[config.mk]
export PLATFORM = sky130hd
export DESIGN_NAME = usm_div
export DESIGN_NICKNAME = d
export VERILOG_FILES = /design/src/hw/rtl/usm_div.sv
export SDC_FILE = /design/constraint.sdc
export NUM_CORES = 1
export LEC_CHECK = 0
export BUFFER_PORTS_ARGS = -buffer_cell sky130_fd_sc_hd__buf_2
export CELL_PAD_IN_SITES_DETAIL_PLACEMENT = 0
export CELL_PAD_IN_SITES_GLOBAL_PLACEMENT = 1
export CORE_ASPECT_RATIO = 0.8
export CORE_MARGIN = 2
export CORE_UTILIZATION = 40
export DETAILED_ROUTE_END_ITERATION = 10
export PLACE_DENSITY_LB_ADDON = 0.3
export SKIP_CTS_REPAIR_TIMING = 1
export SYNTH_ARGS = -nofsm -noshare
export SYNTH_HDL_FRONTEND = slang
export SYNTH_SLANG_ARGS = --single-unit
[constraint.sdc]
create_clock -name clk -period 22.7 [get_ports clk]
set_clock_uncertainty 0.05 [all_clocks]
set_input_delay 3.405 -clock clk [delete_from_list [all_inputs] [get_ports clk]]
set_output_delay 3.405 -clock clk [all_outputs]
set_load 0.02 [all_outputs]
[src/hw/rtl/usm_div.sv]
// Pipelined restoring divider, several quotient bits per stage.
`default_nettype none
module usm_div #(
    parameter int NUM_W = 36,
    parameter int DEN_W = 10,
    parameter int BPS   = 4
) (
    input  wire logic             clk,
    input  wire logic             en,
    input  wire logic [NUM_W-1:0] num,
    input  wire logic [DEN_W-1:0] den,
    output logic      [NUM_W-1:0] quo
);

    localparam int STAGES = NUM_W / BPS;

    logic [DEN_W-1:0] rem_reg  [STAGES];
    logic [NUM_W-1:0] acc_reg  [STAGES];
    logic [DEN_W-1:0] rem_next [STAGES];
    logic [NUM_W-1:0] acc_next [STAGES];

    // The accumulator shifts the dividend out at the top and the quotient in at the bottom.
    always_comb
    begin
        logic [DEN_W-1:0] r;
        logic [NUM_W-1:0] a;
        logic [DEN_W:0]   t;
        for (int s = 0; s < STAGES; s++)
        begin
            r = (s == 0) ? '0 : rem_reg[(s == 0) ? 0 : s - 1];
            a = (s == 0) ? num : acc_reg[(s == 0) ? 0 : s - 1];
            for (int b = 0; b < BPS; b++)
            begin
                t = {r, a[NUM_W-1]};
                a = {a[NUM_W-2:0], 1'b0};
                if (t >= {1'b0, den})
                begin
                    t    = t - {1'b0, den};
                    a[0] = 1'b1;
                end
                r = t[DEN_W-1:0];
            end
            rem_next[s] = r;
            acc_next[s] = a;
        end
    end

    always_ff @(posedge clk)
    begin
        if (en)
        begin
            for (int s = 0; s < STAGES; s++)
            begin
                rem_reg[s] <= rem_next[s];
                acc_reg[s] <= acc_next[s];
            end
        end
    end

    assign quo = acc_reg[STAGES-1];

endmodule
`default_nettype wire

; Word-level counts from Yosys, hierarchy flattened
; Memory sizes are Yosys's and may differ from the RTL's.
; Cells that the tools add are included.
[word_totals]
register_bits = 0
n_memories = 2
out_inout_bits = 36
input_bits = 48
ramBits = 414
[op_classes]
magnitude_cmp = 36
addsub = 36
muxes = 74
[memory_table]
columns = name, depth, width, read_ports, rd_clocked_by_memory_dff, wr, line
row1 = acc_reg, 9, 36, 9, 0, 9, 18  ; logic [NUM_W-1:0] acc_reg [STAGES];
row2 = rem_reg, 9, 10, 8, 0, 9, 17  ; logic [DEN_W-1:0] rem_reg [STAGES];
[ops]
columns = operator, n
row1 = $ge A11 B10 Y1, 35
row2 = $mux W10, 36
row3 = $sub A10 B10 Y10, 35
row4 = $mux W1, 38
row5 = $ge A1 B10 Y1, 1
row6 = $sub A1 B10 Y10, 1

; Logic depth before layout (Yosys ltp)
[logic_depth]
word_depth = 8
depth_mapped = 43

; Worst setup path after synthesis
; No wires, ideal clock.
[synth_timing]
path_kind = input to register
startpoint = input den[1]
endpoint = memory rem_reg[2][6] (netlist: rem_reg[0][26]) (data pin)
arrival_time_ns = 13.404
path_slack_ns = 8.985
stages = 42
setup_ns = 0.261
path_cell_list = inv_1 ha_1 nor2b_1 o31ai_1 a211oi_1 o21ai_0 clkbuf_1 nor2_1 a21oi_1 inv_1 ha_1 nor2b_1 o21bai_1 a21boi_0 o21a_1 o22a_1 or2_2 buf_2 [... 6 more ...] o31a_1 or4_1 a21oi_1 o211a_1 clkinv_1 buf_1 a21oi_1 ha_1 nor2b_1 o21ai_0 a21oi_1 o21ai_0 a21oi_1 nor3_1 o22ai_1 mux2i_4 inv_1 a221o_1
[synth_rtl]
columns = item, line
row1 = start: declaration, 11  ; input wire logic [DEN_W-1:0] den,
row2 = end: declaration, 17

==> impl_metrics.json <==
{
  "final-seq-area_um2": 12100,
  "cpPeakStageDelay_ns": 0.64,
  "clock_sinks": 404,
  "grt_pass1_vias": 22688,
  "synthTopCellsByArea": "edfxtp_1, ha_1, mux2_2",
  "ys_seq_area_share_pct": 38.6,
  "root_buffer": "clkbuf_16",
  "die_y_um": 255,
  "syn-num-nets": 3393,
  "numCtsBuffers": 46,
  "outcome": "finished clean",
  "tns_ns": 0,
  "worstSetupEndpointType": "register",
  "worstPathRequired_ns": 22.98,
  "vias_per_cell": 5.63,
  "cts_buffer_depth": 3,
  "pin_count": 84,
  "drc": 0,
  "port-buffer-count": 83,
  "ys_types": 90,
  "core_um2": 77400,
  "grt.overflow.total": 0,
  "wl_um": 77700,
  "synth-edff-count": 404,
  "path_common_cell": "a21oi_1",
  "drive_gt1_share_pct": 13.7,
  "clkTransAtPathRegs_ns": 0.06,
  "die_x_um": 317,
  "cts_tree": "done",
  "hold_violations": 0,
  "setup_ws_ns": 7.62,
  "ys.warnings.count": 0,
  "grt_pass1_wl_um": 123000,
  "worst_ep_arrival_time_ns": 15.36,
  "drv_cap": 0,
  "routedWlPerCell_um": 18.9,
  "synthFlopType": "edfxtp_1",
  "worstHoldPathType": "register to register",
  "antenna_left": 0,
  "period_needed_ns": 15.08,
  "die_area_um2": 80800,
  "slew_headroom_pct": 18.2,
  "cpMaxStageDelayCell": "clkinv_1",
  "start_util_pct": 40.6,
  "grt_start_max_net_pins": 161,
  "final_util_pct": 44.6,
  "period_share_pct": 66.4,
  "detailed_place_hpwl_um": 55100,
  "gp_congestion": 0.917,
  "worst_pin_slew_ns": 1.23,
  "area_delta_synth_final_pct": 9.97,
  "diodes": 0,
  "synth_seq_cells": 404,
  "synth_top_area_share_pct": 38.6,
  "largest_reg_flops": 324,
  "drt_iter0_markers": 1918,
  "num_rows": 91,
  "dr_total_vias": 23138,
  "layout.nets": 3485,
  "dp_slack_ns": 7.19,
  "drv_slew": 0,
  "clock.fmax_mhz": 66.3,
  "drt-pass1-iter-count": 5,
  "clock_latency_ns": 0.61,
  "synth_cells": 2959,
  "startpoint_type": "input port",
  "async_flop_share_pct": 0,
  "path_class": "input port to register",
  "crit_fanout": 34,
  "synth_top_area_cell": "edfxtp_1",
  "fillerInstances": 7262,
  "synth_area_per_cell_um2": 10.6,
  "setup_viol": 0,
  "yosysMostFrequentCell": "edfxtp_1",
  "grtUsageTotal_pct": 19.1,
  "rsz0062_at_grt": "no",
  "htreeDepth": 2,
  "multi_input_area_um2": 18100,
  "antenna_found_initial": 1,
  "syn_area_um2": 31400,
  "yosys-top-cells-count": "edfxtp_1, ha_1, inv_1"
}
critical path, delay by kind of cell:
family | cells | cell delay (ns)
AOI/OAI and AO/OA | 21 | 5.40
buffers and inverters | 9 | 2.63
and+or+nand+nor | 9 | 2.32
adders and majority gates | 4 | 1.23
muxes | 1 | 0.33
cells in the final DEF (no fill, tap or decap), drive strengths merged, types with 97 or more instances in the layout:
cell type / count
a21o: 97
a21oi: 177
buf: 115
edfxtp: 404
ha: 352
inv: 201
mux2: 187
nand2: 169
nor2: 165
o21ai: 147
xnor2: 150
per-stage QoR:
| stage | std cells | area (um2) | hold slack, ns |
|---|---|---|---|
| 3_3_place_gp | 4026 | 33000 | 0.350 |
| 3_5_place_dp | 4026 | 33000 | 0.355 |
| 6_report | 4108 | 34600 | 0.354 |
| 2_1_floorplan | 2959 | 31400 | 0.350 |
| 4_1_cts | 4108 | 34600 | 0.344 |
| 5_1_grt | 4108 | 34600 | 0.357 |
area by class of cell:
cell class              count  share of cell area [%]
inverters                 200                    2.17
clock inverters            28                    1.03
repair buffers            115                    2.07
flip-flops and latches    404                    35.1
well taps                1023                    3.70
clock buffers              54                    3.48
multi-input cells        2284                    52.4
routing by layer:
metal  global-route usage (%)  vias up  share of wire [%]  wire length, um
met2                     28.8      565                 43            33100
met1                     27.8    11081                 49            38300
met4                     6.22        0                3.1             2390
met3                     3.07      152                5.0             3910
met5                        0        -                  0                0
li1                         -    11340                  -                -
cells by family after synthesis:
group	after synthesis	share of synthesized area [%]
AND/OR/NAND/NOR	708	11.3
adder cells (fa/ha/maj)	386	16.2
multiplexers	232	8.19
XOR/XNOR	216	6.02
AO/OA/AOI/OAI	742	16.0
buffers and inverters	271	3.76
flip-flops	404	38.6
worst paths after layout:
kind | startpoint | endpoint | slack (ns) | cells after the start
worst max-delay path | den[1] | rem_reg[0][26]$_DFFE_PP_ | 7.62 | 44
worst min-delay path | acc_reg[0][164]$_DFFE_PP_ | acc_reg[0][204]$_DFFE_PP_ | 0.35 | 0
worst max register to register | rem_reg[0][15]$_DFFE_PP_ | rem_reg[0][26]$_DFFE_PP_ | 11.33 | 39
worst min register to register | acc_reg[0][164]$_DFFE_PP_ | acc_reg[0][204]$_DFFE_PP_ | 0.35 | 0
Power is not shown: default switching activity piles up to over one toggle a cycle in this logic, so the estimate is an artifact.
