==> src/hw/rtl/usm_pkg.sv <==
// Shared types, constants and widths of the UV sphere mesh generator.
`default_nettype none
package usm_pkg;

    localparam int COUNT_W  = 9;
    localparam int RADIUS_W = 31;
    localparam int CFG_W    = 31;
    localparam int CFG_IDX_W = 2;

    localparam logic [CFG_IDX_W-1:0] REG_RADIUS  = 2'd0;
    localparam logic [CFG_IDX_W-1:0] REG_STACKS  = 2'd1;
    localparam logic [CFG_IDX_W-1:0] REG_SECTORS = 2'd2;

    localparam logic [RADIUS_W-1:0] RADIUS_RESET  = 31'd65536;
    localparam logic [COUNT_W-1:0]  STACKS_RESET  = 9'd16;
    localparam logic [COUNT_W-1:0]  SECTORS_RESET = 9'd32;

    // Largest stack and sector counts that the datapath widths support.
    localparam logic [COUNT_W-1:0]  MAX_STACKS  = 9'd256;
    localparam logic [COUNT_W-1:0]  MAX_SECTORS = 9'd256;

    // Phases are fractions of a full turn with 24 fractional bits.
    localparam int PH_W = 24;
    localparam logic [PH_W-1:0] QUARTER = 24'h40_0000;

    // Sine values and polynomial terms are unsigned Q30 below 2^31.
    localparam int Q30_W = 31;
    localparam logic [Q30_W-1:0] ONE_Q30 = 31'h4000_0000;
    localparam logic [Q30_W-1:0] K1 = 31'd1686629713;
    localparam logic [Q30_W-1:0] K3 = 31'd693598669;
    localparam logic [Q30_W-1:0] K5 = 31'd85569306;
    localparam logic [Q30_W-1:0] K7 = 31'd5026995;
    localparam logic [Q30_W-1:0] K9 = 31'd172272;

    // Divider geometry shared by all four quotient lanes.
    localparam int DIV_NUM_W = 36;
    localparam int DIV_DEN_W = 10;
    localparam int DIV_BPS   = 4;
    localparam int DIV_LAT   = DIV_NUM_W / DIV_BPS;

    localparam int SIN_LAT   = 7;
    localparam int SCALE_LAT = 4;

    localparam int TEX_W = 17;
    localparam int IDX_W = 19;

    localparam logic KIND_VERTEX   = 1'b0;
    localparam logic KIND_TRIANGLE = 1'b1;

    typedef struct packed {
        logic [COUNT_W-1:0] stack_index;
        logic [COUNT_W-1:0] sector_index;
    } point_t;

    typedef struct packed {
        logic               kind;
        logic signed [31:0] x_or_first;
        logic signed [31:0] y_or_second;
        logic signed [31:0] z_or_third;
        logic signed [15:0] normal_x;
        logic signed [15:0] normal_y;
        logic signed [15:0] normal_z;
        logic [TEX_W-1:0]   tex_u;
        logic [TEX_W-1:0]   tex_v;
        logic               range_error;
        logic               last;
    } result_t;

    typedef struct packed {
        logic             err;
        logic             up;
        logic             dn;
        logic [IDX_W-1:0] first;
        logic [IDX_W-1:0] second;
    } cell_t;

    typedef struct packed {
        logic signed [31:0] x;
        logic signed [31:0] y;
        logic signed [31:0] z;
        logic signed [15:0] nx;
        logic signed [15:0] ny;
        logic signed [15:0] nz;
    } vertex_t;

endpackage
`default_nettype wire

==> src/hw/rtl/usm_emit.sv <==
// Output stage: holds one grid point and hands out its results one at a time.
`default_nettype none
module usm_emit (
    input  wire logic                      clk,
    input  wire logic                      rst_n,
    input  wire logic                      item_valid,
    input  wire usm_pkg::cell_t            geom,
    input  wire usm_pkg::vertex_t          vtx,
    input  wire logic [usm_pkg::TEX_W-1:0] tu,
    input  wire logic [usm_pkg::TEX_W-1:0] tv,
    output logic                           advance,
    output logic                           result_valid,
    input  wire logic                      result_stall,
    output usm_pkg::result_t               result
);

    logic                      hold_reg;
    logic                      vtx_pend_reg;
    logic                      up_reg;
    logic                      dn_reg;
    usm_pkg::cell_t            cell_reg;
    usm_pkg::vertex_t          vtx_reg;
    logic [usm_pkg::TEX_W-1:0] tu_reg;
    logic [usm_pkg::TEX_W-1:0] tv_reg;

    logic             is_last;
    logic [usm_pkg::IDX_W-1:0] first_inc;
    logic [usm_pkg::IDX_W-1:0] second_inc;

    always_comb
    begin
        if (vtx_pend_reg)
        begin
            is_last = !(up_reg || dn_reg);
        end
        else if (up_reg)
        begin
            is_last = !dn_reg;
        end
        else
        begin
            is_last = 1'b1;
        end
        advance = !hold_reg || (!result_stall && is_last);
    end

    always_ff @(posedge clk or negedge rst_n)
    begin
        if (!rst_n)
        begin
            hold_reg     <= 1'b0;
            vtx_pend_reg <= 1'b0;
            up_reg       <= 1'b0;
            dn_reg       <= 1'b0;
        end
        else if (advance)
        begin
            hold_reg     <= item_valid;
            vtx_pend_reg <= 1'b1;
            up_reg       <= geom.up;
            dn_reg       <= geom.dn;
        end
        else if (!result_stall)
        begin
            // A result other than the last one was taken.
            if (vtx_pend_reg)
            begin
                vtx_pend_reg <= 1'b0;
            end
            else
            begin
                up_reg <= 1'b0;
            end
        end
    end

    always_ff @(posedge clk)
    begin
        if (advance)
        begin
            cell_reg <= geom;
            vtx_reg  <= vtx;
            tu_reg   <= tu;
            tv_reg   <= tv;
        end
    end

    always_comb
    begin
        first_inc  = cell_reg.first + 1'b1;
        second_inc = cell_reg.second + 1'b1;
        result     = '0;
        result.last = is_last;
        if (cell_reg.err)
        begin
            result.range_error = 1'b1;
        end
        else if (vtx_pend_reg)
        begin
            result.kind        = usm_pkg::KIND_VERTEX;
            result.x_or_first  = vtx_reg.x;
            result.y_or_second = vtx_reg.y;
            result.z_or_third  = vtx_reg.z;
            result.normal_x    = vtx_reg.nx;
            result.normal_y    = vtx_reg.ny;
            result.normal_z    = vtx_reg.nz;
            result.tex_u       = tu_reg;
            result.tex_v       = tv_reg;
        end
        else if (up_reg)
        begin
            result.kind        = usm_pkg::KIND_TRIANGLE;
            result.x_or_first  = 32'(cell_reg.first);
            result.y_or_second = 32'(cell_reg.second);
            result.z_or_third  = 32'(first_inc);
        end
        else
        begin
            result.kind        = usm_pkg::KIND_TRIANGLE;
            result.x_or_first  = 32'(first_inc);
            result.y_or_second = 32'(cell_reg.second);
            result.z_or_third  = 32'(second_inc);
        end
    end

    assign result_valid = hold_reg;

endmodule
`default_nettype wire

==> config.mk <==
export PLATFORM = sky130hd
export DESIGN_NAME = usm_emit
export DESIGN_NICKNAME = d
export VERILOG_FILES = /design/src/hw/rtl/usm_pkg.sv /design/src/hw/rtl/usm_emit.sv
export SDC_FILE = /design/constraint.sdc
export NUM_CORES = 1
export LEC_CHECK = 0
export ABC_AREA = 1
export BUFFER_PORTS_ARGS = -buffer_cell sky130_fd_sc_hd__buf_2
export CAP_MARGIN = 10
export CELL_PAD_IN_SITES_DETAIL_PLACEMENT = 1
export CELL_PAD_IN_SITES_GLOBAL_PLACEMENT = 2
export CORE_UTILIZATION = 25
export DETAILED_ROUTE_END_ITERATION = 10
export GPL_TIMING_DRIVEN = 0
export MAX_ROUTING_LAYER = met4
export PLACE_DENSITY = 0.83
export SYNTH_ARGS = -nofsm -noshare
export SYNTH_HDL_FRONTEND = slang
export SYNTH_SLANG_ARGS = --single-unit
export TNS_END_PERCENT = 100
==> constraint.sdc <==
create_clock -name clk -period 23.2 [get_ports clk]
set_input_delay 4.64 -clock clk [delete_from_list [all_inputs] [get_ports clk]]
set_output_delay 4.64 -clock clk [all_outputs]
set_load 0.05 [all_outputs]
[Yosys cells after proc, flatten, opt, wreduce, memory -nomap -nowiden]
Cells that the tools add are included.
Widths: inputs -> output; s select.
Cells by class
  reductions and logical operators: 8
  equality and inequality tests: 2
  mux-type cells: 12
  add/subtract/negate cells: 2
Operators by type and width (count)
  $mux 179: 1
  $mux 97: 1
  $mux 83: 1
  $mux 82: 1
  $add 19x1->19 const B: 2
  $mux 1: 8
  $logic_not 1->1: 4
  $ne 2x2->1 const B: 2
  $logic_or 1x1->1: 2
  $reduce_and 2->1: 1
  $logic_and 1x1->1: 1
Storage, ports and cells
  output and inout port bits: 183
  bits of input ports: 223
  flip-flop bits (word level): 221
  word-level logic and storage cells: 39

[Depth between registers and ports, before layout]
Gate-level depths: netlist of run 1.
  word-level depth: 7
  gate-level depth with buffers: 11
  mapped depth without buffers: 11

[Least setup slack after synthesis of run 1]
Ideal clock, no wire load.
  path type: input -> output
  from: input port result_stall
  to: output port advance
  slack: 9.242 ns
  path buffers: 0
  arrival: 9.318 ns
  required time: 18.560 ns
  stages: 3
  path through: nand2_1 nand2_1 inv_1
On the way
  cells in the longest elaborated chain, start to end: 3
Ends and longest elaborated chain
  start, declared: line usm_emit.sv:13  | input wire logic result_stall,
  $logic_not 1->1
  $logic_and 1x1->1: line usm_emit.sv:44  | advance = !hold_reg || (!result_stall && is_last);
  $logic_or 1x1->1: line usm_emit.sv:44
  end, declared: line usm_emit.sv:11  | output logic advance,
Every way passes these cells.

[Worst setup path after layout of run 1]
Ends and elaborated chain as after synthesis.

==> results of run 1 <==
[cell usage after synthesis]
cell type | n | area share
or2_2 | 2 | 0.0013
a22o_1 | 4 | 0.0036
nor2_1 | 161 | 0.062
a31oi_1 | 2 | 0.0013
nand2_4 | 1 | 0.0012
o21bai_1 | 2 | 0.0015
o21a_1 | 1 | 0.00077
nor2_2 | 6 | 0.0039
nor2_4 | 4 | 0.0046
o21ai_0 | 59 | 0.030
ha_1 | 2 | 0.0026
o21ai_1 | 1 | 0.00051
nand3b_1 | 1 | 0.00077
clkbuf_1 | 12 | 0.0046
inv_1 | 41 | 0.016
nand2_2 | 4 | 0.0026
and2_1 | 1 | 0.00064
clkbuf_4 | 1 | 0.00077
a21oi_1 | 32 | 0.016
xnor2_1 | 5 | 0.0045
clkinv_1 | 1 | 0.00039
inv_2 | 1 | 0.00039
nand3_1 | 48 | 0.025
or2_1 | 1 | 0.00064
buf_2 | 22 | 0.011
buf_1 | 12 | 0.0046
nand3_2 | 2 | 0.0021
dfrtp_1 | 4 | 0.010
nand4_1 | 5 | 0.0032
buf_4 | 3 | 0.0023
nand2_1 | 254 | 0.098
nor3_1 | 2 | 0.0010
edfxtp_1 | 217 | 0.67
xor2_1 | 10 | 0.0090
a21oi_2 | 1 | 0.00090
[kinds of logic (layout without fill, tap and decap cells)]
group           count (synthesis)  in the layout  synth area share
xor+xnor                       15             15           0.01352
compound gates                102            102           0.05551
buf+inv                        93            548           0.04031
simple gates                  492            492            0.2070
other cells                     0              6                 0
fa+ha+maj                       2              2          0.002576
flops                         221            221            0.6811
[power by group]
| part | internal, µW | switching, µW |
|---|---|---|
| Clock | 225 | 178 |
| Sequential | 611 | 56.6 |
| Combinational | 206 | 837 |
| Total | 1040 | 1070 |
[metrics by stage]
step	cell area, µm²	power, µW	util	instances	hold slack [ns]
floorplan	9714	1434	-	925	0.4723
global placement	12380	1762	0.3264	1841	0.4964
detailed placement	12420	1736	0.3273	1842	0.5165
CTS	13240	2149	0.3490	1891	0.5322
global route	13250	2232	0.3493	1896	0.5604
finish	13250	2114	0.3494	1897	0.5223
[metal layers]
layer  GRT usage  vias to the layer above  share of wire
li1            -                     3992              -
met1      0.2165                     4015           0.40
met2      0.3242                      270           0.51
met3     0.04709                       47          0.068
met4     0.04501                        0          0.021
met5           -                        -              0
[cell type report]
type	count	area, µm²
Inverter	43	168.9
Antenna cell	6	15.01
Buffer	50	230.2
Timing Repair Buffer	406	2054
Sequential cell	221	6616
Multi-Input combinational cell	611	2706
Clock inverter	18	131.4
Clock buffer	31	690.7
Fill cell	4481	24680
Tap cell	511	639.4
[placed cells by master (no fill, tap or decap), types with 5 or more instances in the layout]
cell	synthesis	routed
edfxtp_1	217	217
xnor2_1	5	5
clkbuf_1	12	16
nor2_2	6	6
nand2_1	254	254
nand4_1	5	5
o21ai_0	59	59
buf_2	22	427
xor2_1	10	10
nand3_1	48	48
clkinv_1	1	9
a21oi_1	32	32
diode_2	0	6
inv_1	41	40
buf_1	12	12
nor2_1	161	161
clkbuf_16	0	27
[worst reg2reg max path: stages, from the launching register on]
cell and delay [ns]:
dfrtp_1 0.35, buf_2 0.21, inv_2 0.17, nand2_1 0.07, o21a_1 0.12, nand2_1 0.07
nand2_1 0.18, inv_8 0.51, buf_16 0.53
[how the worst max path moves through the flow]
stage | end | slack (ns)
after floorplan | advance | 9.24
after global placement | advance | 6.44
after detailed placement | advance | 11.96
after CTS | advance | 11.96
after global routing | advance | 11.87
final | advance | 12.04
==> results.json, run 1 <==
{
  "fin_tns_setup_ns": 0,
  "drt_iter0_drc": 301,
  "fin_worst_skew_ns": 0.02625,
  "crit_arrival_ns": 6.52,
  "ctsHoldBuffers": 0,
  "ios": 406,
  "dieWidth_um": 199.1,
  "die_y_um": 199.1,
  "grt.overflow.total": 0,
  "ff2ff_path_depth": 8,
  "path_buf_inv": 4,
  "max_stage_delay_ns": 0.53,
  "r2r_end": "vtx_reg[94]",
  "maxCapViolations": 0,
  "dpl_worst_slack_ns": 11.96,
  "die_area_mm2": 0.03965,
  "cts_max_level": 1,
  "cts_sinks": 221,
  "clk-insertion-delay-late_ns": 0.58,
  "min_to": "dn_reg",
  "cp.depth": 6,
  "min_from": "dn_reg",
  "yosysWarnings": 0,
  "hold_viol_final": 0,
  "postRouteAntennaNets": 0,
  "vias": 8324,
  "setup_viol": 0,
  "hold_path_class": "reg2reg",
  "synth_cell_types": 35,
  "clk_path_buf_depth": 3,
  "finalNetCount": 1585,
  "cts_setup_buffers": 0,
  "fmax_ghz": 0.08958,
  "reg2reg_slack_ns": 20.43,
  "slew_violations": 0,
  "coreArea_mm2": 0.03793,
  "vias_per_cell": 4.388,
  "syn_inst": 925,
  "ir_drop_v": 0.00007175,
  "slew_headroom": 0.5157,
  "antenna_found_initial": 6,
  "rows": 71,
  "power_density_mw_per_mm2": 159.5,
  "cp_slowest_cell": "buf_16",
  "place.gp.congestion": 0.8316,
  "netlist_area_mm2": 0.009714,
  "worst-setup-path-type": "in2out",
  "syn_area_per_cell_um2": 10.50,
  "rsz0062_at_grt": "no",
  "grt_use_total": 0.1874,
  "endpoint_kind": "output port",
  "cts.clk_slew.worst_paths_ns": 0.05,
  "crit_chain": "buf_2 > nand2_1 > nand2_1 > inv_8 > buf_16 > buf_2",
  "tritoncts": "built",
  "critical_path.top_delay_family": "buffers and inverters",
  "io_buffers": 405,
  "cts_root_buffer": "clkbuf_16",
  "hold_depth": 2,
  "first_pass_iters": 4,
  "grt_pass1_wl_um": 52830,
  "drive_above_1_share": 0.3558,
  "largest_reg_flops": 144,
  "crit_path_start_kind": "primary input",
  "drc": 0,
  "min_period_ns": 11.16,
  "period_share": 0.4812,
  "cts_made_buffers": 27,
  "cts_resized": 0,
  "start_util": 0.2561,
  "grt_max_degree": 128,
  "ys_ff_latch": 221,
  "critPathMaxFanout": 127,
  "outcome": "complete, no violations",
  "wl_per_cell_um": 19.43,
  "crit_start": "result_stall",
  "hpwl_um": 28040,
  "grt_pass1_vias": 8801,
  "tightest_slew_ns": 0.7264,
  "p_leak_uw": 0.005952,
  "setup_ws_ns": 12.04,
  "area_growth_pct": 36.42,
  "synth_nets": 1150,
  "rr_startpoint": "vtx_pend_reg",
  "drt_wl_total_um": 36860,
  "yosysSeqAreaShare": 0.6811,
  "crit_required_ns": 18.56
}
No activity file was read; power rests on OpenSTA's default activity.
==> inputs of run 2 (changes only) <==
--- a/config.mk
+++ b/config.mk
@@ -5,7 +5,7 @@
 export SDC_FILE = /design/constraint.sdc
 export NUM_CORES = 1
 export LEC_CHECK = 0
-export ABC_AREA = 1
+export ABC_AREA = 0
 export BUFFER_PORTS_ARGS = -buffer_cell sky130_fd_sc_hd__buf_2
 export CAP_MARGIN = 10
 export CELL_PAD_IN_SITES_DETAIL_PLACEMENT = 1
@@ -14,7 +14,7 @@
 export DETAILED_ROUTE_END_ITERATION = 10
 export GPL_TIMING_DRIVEN = 0
 export MAX_ROUTING_LAYER = met4
-export PLACE_DENSITY = 0.83
+export PLACE_DENSITY = 0.81
 export SYNTH_ARGS = -nofsm -noshare
 export SYNTH_HDL_FRONTEND = slang
 export SYNTH_SLANG_ARGS = --single-unit
==> constraint.sdc (replaced) <==
create_clock -name clk -period 8.95 [get_ports clk]
set_input_delay 1.79 -clock clk [delete_from_list [all_inputs] [get_ports clk]]
set_output_delay 1.79 -clock clk [all_outputs]
set_load 0.05 [all_outputs]
==> results.json, run 2 <==
{
  "outcome": "complete, no violations",
  "power.share.sequential": 0.330,
  "clk-insertion-delay-late_ns": 0.58,
  "synth_edf_count": 217,
  "crit_arrival_ns": 3.41,
  "antenna_found_initial": 8,
  "first_pass_iters": 4,
  "synthFlopType": "edfxtp_1",
  "hold_path_class": "reg2reg",
  "grt_pass1_vias": 7650,
  "vias": 7178,
  "grt_pass1_wl_um": 46800,
  "cts_setup_buffers": 0,
  "grt.overflow.total": 0,
  "yosysSeqAreaShare": 0.6924,
  "synth_top_area_frac": 0.6819,
  "power_density_mw_per_mm2": 402.4,
  "cts_sinks": 221,
  "crit_chain": "buf_2 > inv_1 > a21o_4 > buf_16 > buf_2",
  "clk_path_buf_depth": 3,
  "io_buffers": 405,
  "path_buf_inv": 4,
  "wl_per_cell_um": 19.68,
  "rsz0062_at_grt": "no",
  "slew_violations": 0,
  "die_y_um": 197.5,
  "drc": 0,
  "seqCellArea_mm2": 0.006616,
  "area_growth_pct": 37.61,
  "drt_iter0_drc": 234,
  "netlist_area_mm2": 0.009555,
  "final_common_cell": "buf_2",
  "critPathMaxFanout": 70,
  "place.gp.congestion": 0.8149,
  "setup_viol": 0,
  "start_util": 0.2537,
  "drt_wl_total_um": 32710,
  "fin_worst_skew_ns": 0.02171,
  "p_int_uw": 2754,
  "finalNetCount": 1348,
  "crit_path_start_kind": "primary input",
  "dieWidth_um": 197.5,
  "p_leak_uw": 0.005526,
  "synth_commonest_cells": "edfxtp_1 (217), and2_1 (121), nor2_1 (56), nand2_1 (41), mux2i_1 (28)",
  "sw_frac_of_total": 0.4796,
  "ctsHoldBuffers": 0,
  "cp_common_cell": "buf_2",
  "ir_drop_v": 0.0002212,
  "yosys.cell_count.top_type": "edfxtp_1",
  "postRouteAntennaNets": 0,
  "switching_power_uw": 2537,
  "synth_area_leaders": "edfxtp_1 (68%), and2_1 (7.9%), mux2i_1 (2.9%), xor2_1 (2.4%), nor2_1 (2.2%)",
  "multi_input_area_mm2": 0.002741,
  "fmax_ghz": 0.1924,
  "mostFrequentLayoutCells": "buf_2 (416), edfxtp_1 (217), and2_1 (121), nor2_1 (56), nand2_1 (41)",
  "vias_per_cell": 4.319,
  "cts_made_buffers": 27,
  "dpl-instance-area_mm2": 0.01230,
  "synthArstFlopShare": 0.01810,
  "ios": 406,
  "cts_max_level": 1,
  "grt_use_total": 0.1690,
  "yosysWarnings": 0,
  "final_area_mm2": 0.01315,
  "cts.clk_slew.worst_paths_ns": 0.06,
  "cp_slowest_cell": "a21o_4",
  "cts_resized": 0,
  "tightest_slew_ns": 0.8864,
  "period_share": 0.5808,
  "combPwrFrac": 0.475,
  "min_period_ns": 5.198,
  "syn_area_per_cell_um2": 13.93,
  "fin_util": 0.3491,
  "coreArea_mm2": 0.03767,
  "rows": 71,
  "hold_viol_final": 0,
  "synth_cell_types": 54,
  "ys_ff_latch": 221,
  "syn_inst": 686,
  "tritoncts": "built",
  "endpoint_kind": "output port",
  "die_area_mm2": 0.03901,
  "hpwl_um": 25040,
  "max_stage_delay_ns": 0.64,
  "crit_required_ns": 7.16,
  "synth_largest_area_cell": "edfxtp_1",
  "maxCapViolations": 0,
  "num-fill-cells": 4271,
  "grt_max_degree": 71,
  "synth_nets": 911,
  "cts_root_buffer": "clkbuf_16",
  "worst-setup-path-type": "in2out",
  "critical_path.top_delay_family": "buffers and inverters",
  "slew_headroom": 0.4090,
  "clockPowerShare": 0.195,
  "drive_above_1_share": 0.4173,
  "largest_reg_flops": 144
}
[run 2: changes by cell type after synthesis, moves of 14 or more]
cell	delta
nand3_1	-34
nand2_1	-213
nor2_1	-105
mux2i_1	+28
inv_1	-34
xor2_1	+16
and2_1	+120
xnor2_1	+14
o21ai_0	-55
a21oi_1	-15
clkbuf_1	+14
[run 2: per-layer routing]
layer  part of all wire  routed length (µm)  global-route usage
met1               0.38               12410              0.1854
met3              0.073                2402             0.04217
met2               0.52               17060              0.2993
met4              0.025                 830             0.05225
met5                  0                   0                   -
[run 2: logic make-up (layout without fill, tap and decap cells)]
group / Yosys count / after routing / synth area share
XOR/XNOR: 45 / 45 / 0.04125
AND/OR/NAND/NOR: 281 / 281 / 0.1684
multiplexers: 29 / 29 / 0.03051
buffers and inverters: 48 / 505 / 0.02147
AO/OA/AOI/OAI: 60 / 60 / 0.04334
adder cells (fa/ha/maj): 2 / 2 / 0.002618
other: 0 / 8 / 0
flip-flops: 221 / 221 / 0.6924
[run 2: power groups by stage]
stage                     sequential, µW  clock [µW]  combinational, µW
final                               1750        1030               2510
after global routing                1780        1100               2670
after CTS                           1750        1070               2560
after detailed placement            1770           0               2550
after global placement              1900           0               2490
after floorplan                     1800           0               1820
[run 2: area by class of cell]
cell class                      instances  area share
Timing Repair Buffer                  408      0.1599
Buffer                                 41     0.01361
Inverter                                7    0.001998
Clock inverter                         16    0.009611
Clock buffer                           33     0.05310
Tap cell                              511     0.04862
Sequential cell                       221      0.5032
Antenna cell                            8    0.001522
Multi-Input combinational cell        417      0.2085
[run 2: path summary, 6_finish.rpt]
check / from / end / slack [ns] / cells past startpoint
min in group asynchronous: rst_n / result_valid / 1.02 / 1
min reg2reg: result_valid / up_reg / 0.57 / 2
max in group asynchronous: rst_n / up_reg / 7.80 / 1
max reg2reg: up_reg / vtx_reg[45] / 6.35 / 5
max: result_stall / advance / 3.75 / 5
min: result_valid / up_reg / 0.57 / 2
[run 2: worst register-to-register path: stages (launching register included)]
cell	delay [ns]
dfrtp_1	0.37
buf_2	0.21
o21ai_0	0.30
a21o_4	0.70
buf_12	0.32
buf_16	0.31
[run 2: through the flow]
step           instances  hold slack (ns)  total power (µW)  setup TNS (ns)  worst slack, ns
2_1_floorplan        686           0.5215              3618               0           0.6058
3_3_place_gp        1602           0.5614              4385          -40.86           -2.351
3_5_place_dp        1605           0.5663              4317               0            3.750
4_1_cts             1654           0.5819              5385               0            3.739
5_1_grt             1662           0.6067              5552               0            3.667
6_report            1662           0.5737              5291               0            3.752
==> inputs of run 3 (changes only) <==
--- a/config.mk
+++ b/config.mk
@@ -5,7 +5,7 @@
 export SDC_FILE = /design/constraint.sdc
 export NUM_CORES = 1
 export LEC_CHECK = 0
-export ABC_AREA = 0
+export ABC_AREA = 1
 export BUFFER_PORTS_ARGS = -buffer_cell sky130_fd_sc_hd__buf_2
 export CAP_MARGIN = 10
 export CELL_PAD_IN_SITES_DETAIL_PLACEMENT = 1
@@ -14,7 +14,7 @@
 export DETAILED_ROUTE_END_ITERATION = 10
 export GPL_TIMING_DRIVEN = 0
 export MAX_ROUTING_LAYER = met4
-export PLACE_DENSITY = 0.81
+export PLACE_DENSITY = 0.83
 export SYNTH_ARGS = -nofsm -noshare
 export SYNTH_HDL_FRONTEND = slang
 export SYNTH_SLANG_ARGS = --single-unit
==> constraint.sdc (replaced) <==
create_clock -name clk -period 5.15 [get_ports clk]
set_input_delay 1.03 -clock clk [delete_from_list [all_inputs] [get_ports clk]]
set_output_delay 1.03 -clock clk [all_outputs]
set_load 0.05 [all_outputs]
==> results.json, run 3 (same netlist as run 1, synthesis figures left out) <==
{
  "first_pass_iters": 4,
  "final_area_mm2": 0.01333,
  "hold_path_class": "in2async",
  "dpl-instance-area_mm2": 0.01248,
  "drt_iter0_drc": 319,
  "crit_path_start_kind": "register",
  "num-fill-cells": 4460,
  "clockPowerShare": 0.188,
  "clk_path_buf_depth": 3,
  "cts_setup_buffers": 0,
  "slew_headroom": 0.4374,
  "switching_power_uw": 4791,
  "wl_per_cell_um": 18.82,
  "cp_common_cell": "nand2_1",
  "setup_ws_ns": 1.178,
  "maxCapViolations": 0,
  "largest_reg_flops": 144,
  "hold_viol_final": 0,
  "vias_per_cell": 4.344,
  "clk-insertion-delay-late_ns": 0.58,
  "rr_startpoint": "vtx_pend_reg",
  "p_int_uw": 4746,
  "sw_frac_of_total": 0.5024,
  "cts_max_level": 1,
  "cts_root_buffer": "clkbuf_16",
  "drive_above_1_share": 0.3567,
  "power_density_mw_per_mm2": 715.3,
  "combPwrFrac": 0.498,
  "ios": 406,
  "crit_chain": "buf_2 > inv_2 > nand2_1 > o21a_1 > nand2_1 > nand2_1 > clkinvlp_4 > buf_2",
  "dpl_worst_slack_ns": 1.550,
  "crit_required_ns": 4.12,
  "cts_resized": 0,
  "fin_worst_skew_ns": 0.01553,
  "ff2ff_path_depth": 9,
  "final_common_cell": "buf_2",
  "min_period_ns": 3.972,
  "grt_pass1_wl_um": 50820,
  "critPathMaxFanout": 35,
  "finalNetCount": 1589,
  "area_growth_pct": 37.25,
  "crit_arrival_ns": 2.94,
  "max_stage_delay_ns": 0.71,
  "grt.overflow.total": 0,
  "coreArea_mm2": 0.03793,
  "die_area_mm2": 0.03965,
  "fin_tns_setup_ns": 0,
  "endpoint_kind": "output port",
  "outcome": "complete, no violations",
  "slew_violations": 0,
  "grt_use_total": 0.1803,
  "cp_slowest_cell": "clkinvlp_4",
  "power.share.sequential": 0.314,
  "reg2reg_slack_ns": 2.26,
  "start_util": 0.2561,
  "fmax_ghz": 0.2517,
  "rsz0062_at_grt": "no",
  "mostFrequentLayoutCells": "buf_2 (427), nand2_1 (254), edfxtp_1 (217), nor2_1 (161), o21ai_0 (59)",
  "drt_wl_total_um": 35930,
  "vias": 8292,
  "place.gp.congestion": 0.8444,
  "cts_sinks": 221,
  "period_share": 0.7713,
  "ir_drop_v": 0.0004044,
  "p_leak_uw": 0.005985,
  "postRouteAntennaNets": 0,
  "grt_pass1_vias": 8696,
  "dieWidth_um": 199.1,
  "tightest_slew_ns": 0.8421,
  "grt_max_degree": 45,
  "rows": 71,
  "worst-setup-path-type": "reg2out",
  "die_y_um": 199.1,
  "r2r_end": "vtx_reg[95]",
  "io_buffers": 405,
  "antenna_found_initial": 11,
  "tritoncts": "built",
  "drc": 0,
  "cts.clk_slew.worst_paths_ns": 0.06,
  "p_total_uw": 9537,
  "ctsHoldBuffers": 0,
  "cts_made_buffers": 27,
  "setup_viol": 0,
  "hpwl_um": 27860
}
-- run 3: critical path: cells and delay by family (launching register included) --
| family | cells | cell delay (ns) |
|---|---|---|
| buffers and inverters | 4 | 1.57 |
| AOI/OAI and AO/OA | 1 | 0.14 |
| and+or+nand+nor | 3 | 0.32 |
| DFF | 1 | 0.32 |
-- run 3: worst max path at each step --
stage / startpoint / to / slack (ns)
finish: vtx_pend_reg / advance / 1.18
global route: vtx_pend_reg / advance / 0.89
CTS: vtx_pend_reg / advance / 1.05
detailed placement: result_stall / advance / 1.55
global placement: result_stall / advance / -2.19
floorplan: result_stall / cell_reg[0] / 0.01
-- run 3: final cells by class --
class | count | area (µm²) | area share
inverter | 43 | 165.2 | 0.01239
antenna | 13 | 32.53 | 0.002440
tap | 511 | 639.4 | 0.04795
sequential | 221 | 6616 | 0.4962
buffer | 50 | 230.2 | 0.01727
clock inverter | 15 | 110.1 | 0.008258
clock buffer | 35 | 705.7 | 0.05293
timing repair buffer | 410 | 2127 | 0.1595
multi-input combinational | 611 | 2706 | 0.2030
-- run 3: per-stage QoR --
| step | hold slack [ns] | cells | util |
|---|---|---|---|
| after floorplan | 0.4723 | 925 | - |
| after global placement | 0.4972 | 1841 | 0.3265 |
| after detailed placement | 0.5086 | 1846 | 0.3291 |
| after CTS | 0.2184 | 1896 | 0.3506 |
| after global routing | 0.2392 | 1907 | 0.3514 |
| final | 0.2656 | 1909 | 0.3515 |
-- run 3: power by group through the flow --
stage                     Sequential [µW]  Combinational [µW]  Clock, µW
after floorplan                      3050                3350          0
after global placement               3170                4670          0
after detailed placement             3030                4820          0
after CTS                            3000                4840       1850
after global routing                 3060                5090       1920
final                                3000                4750       1790
-- run 3: layer usage --
metal	GRT usage	share of wire	up-vias
met4	0.04986	0.025	0
met3	0.05502	0.078	38
li1	-	-	4006
met2	0.3073	0.50	278
met1	0.2037	0.39	3970
met5	-	0	-
